**src/bao_pkg.sv**
```systemverilog
package bao_pkg;

   localparam int MAX_STEPS = 256;
   localparam int DEPTH     = MAX_STEPS + 1;
   localparam int ADDR_W    = $clog2(DEPTH);
   localparam int PRICE_W   = 48;
   localparam int VAL_W     = 32;
   localparam int FAC_W     = 32;

   localparam logic [PRICE_W-1:0] PRICE_CAP = {PRICE_W{1'b1}};
   localparam logic [31:0]        PROB_ONE  = 32'h8000_0000;

   localparam logic [2:0] REG_STEPS    = 3'd0;
   localparam logic [2:0] REG_UP       = 3'd1;
   localparam logic [2:0] REG_DOWN     = 3'd2;
   localparam logic [2:0] REG_PROB     = 3'd3;
   localparam logic [2:0] REG_STEP_DSC = 3'd4;
   localparam logic [2:0] REG_MODE     = 3'd5;
   localparam logic [2:0] REG_FWD      = 3'd6;
   localparam logic [2:0] REG_TOT_DSC  = 3'd7;

   localparam logic [1:0] MODE_EXPIRY = 2'd1;
   localparam logic [1:0] MODE_ZVOL   = 2'd2;

   typedef enum logic [4:0] {
      S_IDLE, S_Z2A, S_Z2B, S_ROW, S_TERM, S_TADV1, S_TADV2, S_BROW, S_BLOAD,
      S_MIX1, S_MIX2, S_MIX3, S_CONT1, S_CONT2, S_BADV1, S_BADV2, S_FIN, S_FIN2, S_OUT
   } state_type;

   typedef enum logic [1:0] {MF_IDLE, MF_LO, MF_HI, MF_FIN} mf_state_type;

   typedef struct packed {
      logic               start;
      logic [PRICE_W-1:0] a;
      logic [FAC_W-1:0]   f;
   } mf_req_type;

   typedef struct packed {
      logic               done;
      logic [PRICE_W-1:0] r;
   } mf_rsp_type;

   function automatic logic [PRICE_W-1:0] payoff(input logic [PRICE_W-1:0] price,
                                                 input logic [31:0] strike,
                                                 input logic put);
      logic [PRICE_W-1:0] k;
      k = {strike, 16'b0};
      if (put) begin
         return (k > price) ? k - price : '0;
      end
      return (price > k) ? price - k : '0;
   endfunction

   function automatic logic [VAL_W-1:0] to_value(input logic [PRICE_W-1:0] q);
      logic [PRICE_W:0] s;
      logic [PRICE_W-16:0] v;
      s = {1'b0, q} + (PRICE_W+1)'(32'h8000);
      v = s[PRICE_W:16];
      return v[PRICE_W-16] ? {VAL_W{1'b1}} : v[VAL_W-1:0];
   endfunction

endpackage

```
**src/bao_mulf.sv**
```systemverilog
module bao_mulf (
   input  logic                clock,
   input  logic                reset,
   input  bao_pkg::mf_req_type req,
   output bao_pkg::mf_rsp_type rsp
);
   import bao_pkg::*;

   mf_state_type            state_ff, state_in;
   logic [PRICE_W-1:0]      a_ff, a_in;
   logic [FAC_W-1:0]        f_ff, f_in;
   logic [63:0]             lo_ff, lo_in;
   logic [47:0]             hi_ff, hi_in;
   logic [PRICE_W-1:0]      r_ff, r_in;
   logic                    done_ff, done_in;
   logic [64:0]             lo_rnd;
   logic [50:0]             sum;

   always_ff @(posedge clock) begin
      if (reset) begin
         state_ff <= MF_IDLE;
         done_ff  <= 1'b0;
      end else begin
         state_ff <= state_in;
         done_ff  <= done_in;
      end
      a_ff  <= a_in;
      f_ff  <= f_in;
      lo_ff <= lo_in;
      hi_ff <= hi_in;
      r_ff  <= r_in;
   end

   always_comb begin
      state_in = state_ff;
      a_in     = a_ff;
      f_in     = f_ff;
      lo_in    = lo_ff;
      hi_in    = hi_ff;
      r_in     = r_ff;
      done_in  = 1'b0;
      lo_rnd   = {1'b0, lo_ff} + 65'(32'h2000_0000);
      sum      = {hi_ff, 2'b0} + 51'(lo_rnd[64:30]);
      case (state_ff)
         MF_IDLE: begin
            if (req.start) begin
               a_in     = req.a;
               f_in     = req.f;
               state_in = MF_LO;
            end
         end
         MF_LO: begin
            lo_in    = 64'(a_ff[31:0]) * 64'(f_ff);
            state_in = MF_HI;
         end
         MF_HI: begin
            hi_in    = 48'(a_ff[PRICE_W-1:32]) * 48'(f_ff);
            state_in = MF_FIN;
         end
         MF_FIN: begin
            r_in     = (sum > 51'(PRICE_CAP)) ? PRICE_CAP : sum[PRICE_W-1:0];
            done_in  = 1'b1;
            state_in = MF_IDLE;
         end
         default: state_in = MF_IDLE;
      endcase
   end

   assign rsp.done = done_ff;
   assign rsp.r    = r_ff;

endmodule

```
**config.mk**
```make
export PLATFORM = sky130hd
export DESIGN_NAME = bao_mulf
export DESIGN_NICKNAME = d
export VERILOG_FILES = /design/src/bao_pkg.sv /design/src/bao_mulf.sv
export SDC_FILE = /design/constraint.sdc
export NUM_CORES = 2
export LEC_CHECK = 0
export BUFFER_PORTS_ARGS = -buffer_cell sky130_fd_sc_hd__buf_4
export CORE_ASPECT_RATIO = 0.8
export CORE_MARGIN = 10
export CORE_UTILIZATION = 40
export DETAILED_ROUTE_END_ITERATION = 8
export MAX_ROUTING_LAYER = met4
export PLACE_DENSITY = 0.53
export SETUP_SLACK_MARGIN = 0.5
export SYNTH_ARGS = -nofsm -noshare
export SYNTH_HDL_FRONTEND = slang
export SYNTH_SLANG_ARGS = --single-unit
```
**constraint.sdc**
```tcl
create_clock -name clock -period 8.05 [get_ports clock]
set_input_delay 2.0125 -clock clock [delete_from_list [all_inputs] [get_ports clock]]
set_output_delay 2.0125 -clock clock [all_outputs]
set_load 0.01 [all_outputs]
```
==> run metrics <==
status=finished, final reports clean; post-route ant nets=0; global router's overall resource usage=0.2132; Yosys top cell area share=0.4519; Post-synth EDFFs=211; Fin. Hold Viols=0; Post-Syn Instances=6,126; combinational family with the most area after synthesis=adder cells; Horiz. Die Dim=446.5 um; DP HPWL=135,800 um; Setup CP Type=flip-flop to flip-flop; start point of the critical path=a_ff[11]$_DFFE_PP_; vias in the first global route=44.49k; cell taking the most area after synthesis=fa_1; CP startpoint kind=flip-flop; clock sinks=214; via count=41.63k; Worst-path clk slew=0.08 ns; Synth cell types=78; hold_sp=state_ff[1]$_SDFFE_PP0P_; crit path to=lo_ff[57]$_DFFE_PN_; Port-buffer cells=131; GRT overflow=0; Skew-Pair Late Insertion Delay=0.69 ns; Residual DRC=0; post-synthesis compound-gate area fraction=0.05831; post-route setup TNS=0 ns; commonest non-fill, non-tap cell in the layout=fa_1; final setup margin=0.1532 ns; Reg2Reg Setup Slack=0.15 ns; DRT iter0 DRCs=2,566; Critical Path Fanout Max=5; mapped cell area=58,210 sq um; worst reg2reg path startpoint=a_ff[11]$_DFFE_PP_; Worst R2R End=lo_ff[57]$_DFFE_PN_; most frequent cells in the layout=fa_1 (1,305), inv_1 (1,265), nand2_1 (898), and2_1 (732), ha_1 (409); CP required=8.56 ns; cts bufs inserted=31; Initial Utilization=0.4019; first-pass GRT wire length=264,000 um; htree depth=1; MaxCap Viol Count=0; FF-to-FF path depth=27; ANT cells=0; Top FF cell, synth=edfxtp_1; Syn Area/Cell=9.502 sq um; Setup crit end kind=flip-flop; standard-cell rows=125; adder-cell share of the synthesized area=0.5420; Synth warnings=0; Slew @ Worst Pin=1.232 ns; simple-gate portion of the synthesized area=0.1628; CTS Root Cell=clkbuf_16; Max transition margin=0.1789; Area Growth Syn to Fin=10.82%; RSZ-0062 raised after global routing=yes; CTS tree=built; Finish-stage setup viols=0; Synth Area in XOR/XNOR=0.02182; final count of pins violating max slew=0; syn_nets=7,942; Via density=5.113; Avg WL per Cell=20.36 um; flops & latches, synth=214; Arrival @ worst endpoint=8.40 ns; core footprint=144,800 sq um; final core utilization=0.4454; dpl ws=-0.2118 ns; Die Span Y=361.2 um; largest buffer count on any clock path=3; post-synthesis mux area share=0.0001720; placed instance area=62,330 sq um; fmax=126.6 MHz; register area share after synthesis=0.1099; fin crit period=7.897 ns; total routed wirelength=165,800 um; initial antenna violation count=5; clock skew=0.03428 ns; largest cells by area after synthesis=fa_1 (45%), edfxtp_1 (11%), ha_1 (9.0%), inv_1 (8.2%), and2_1 (7.9%); final net count=8,029; ys async rst share=0; largest net degree at the start of global routing=50; die area=161,300 sq um; IO Pins=132; global placement routability congestion=0.8948; layout cells sized above 1=0.08706; Design Area, Final=64,510 sq um; Hold Path Class=flip-flop to flip-flop; post-cts hold buffer count=0; final worst path period share=0.9810; Pre-antenna DRT Iters=7
[layer usage]
layer  part of all wire  up-vias  GRT usage  wire (um)
met1               0.46    21860     0.3049      76480
met5                  0        -          -          0
li1                   -    18580          -          -
met3              0.057      122    0.02254       9421
met2               0.46     1068     0.3325      76850
met4              0.018        0    0.03678       3049
[cell type report]
cell class,count,area [sq um]
Sequential cell,214,6396
Tap cell,1905,2384
Timing Repair Buffer,399,3797
Inverter,1273,4778
Fill cell,14040,80320
Multi-Input combinational cell,4294,46160
Clock buffer,33,783.3
Clock inverter,24,211.5
[cells by family after synthesis]
group | Yosys count
multiplexers | 1
adder cells (fa/ha/maj) | 1733
AND/OR/NAND/NOR | 1913
flip-flops | 214
XOR/XNOR | 145
AO/OA/AOI/OAI | 502
buffers and inverters | 1618
[worst max-delay path, cell delays in order (launching register included)]
cell and delay (ns):
edfxtp_1 0.42, buf_6 0.14, buf_12 0.13, and2_1 0.17
fa_1 0.53, fa_1 0.43, fa_1 0.49, inv_1 0.05
fa_1 0.53, inv_1 0.06, fa_1 0.49, inv_2 0.05
fa_1 0.54, inv_1 0.05, fa_1 0.49, fa_1 0.41
ha_1 0.31, and3_4 0.19, and3_4 0.21, or4b_4 0.50
o221ai_4 0.30, o211ai_1 0.20, a21oi_1 0.21, buf_4 0.15
buf_4 0.10, o211ai_1 0.13, a211o_1 0.33, o311ai_4 0.09
[registers in the layout (all words and copies together) (netlist names)]
register	flops
a_ff	48
hi_ff	48
r_ff	48
lo_ff	35
f_ff	32
state_ff	2
done_ff	1
[how the worst min path moves through the flow]
stage | to | slack, ns | cells after the start
after global routing | state_ff[1]$_SDFFE_PP0P_ | 0.60 | 2
final | state_ff[1]$_SDFFE_PP0P_ | 0.56 | 2
after floorplan | state_ff[1]$_SDFFE_PP0P_ | 0.52 | 2
after global placement | state_ff[1]$_SDFFE_PP0P_ | 0.56 | 2
after detailed placement | state_ff[1]$_SDFFE_PP0P_ | 0.56 | 2
after CTS | state_ff[1]$_SDFFE_PP0P_ | 0.57 | 2
[stage by stage]
| step | instances | hold slack (ns) |
|---|---|---|
| floorplan | 6126 | 0.5175 |
| global placement | 8031 | 0.5562 |
| detailed placement | 8031 | 0.5582 |
| CTS | 8117 | 0.5666 |
| global route | 8142 | 0.5978 |
| finish | 8142 | 0.5585 |
[cells in the mapped netlist (31+ instances only)]
master,number
a21o_1,99
a21oi_1,135
and2_1,739
clkbuf_1,330
edfxtp_1,211
fa_1,1314
ha_1,419
inv_1,1273
nand2_1,900
nand3_1,45
nand4_1,31
nor2_1,77
o211ai_1,45
o21ai_0,66
xnor2_1,85
xor2_1,60
[what timing repair did]
| item | in CTS | in global routing |
|---|---|---|
| gates resized for setup | 76 | 44 |
| setup buffers | 24 | 21 |
| setup endpoints to repair | 25 | 34 |
| pin swaps | 57 | 69 |
| cloned | 5 | 4 |
Power is left out: the tool's default activity adds up to more than one toggle a clock period on the data nets, which glitch-free logic cannot reach.
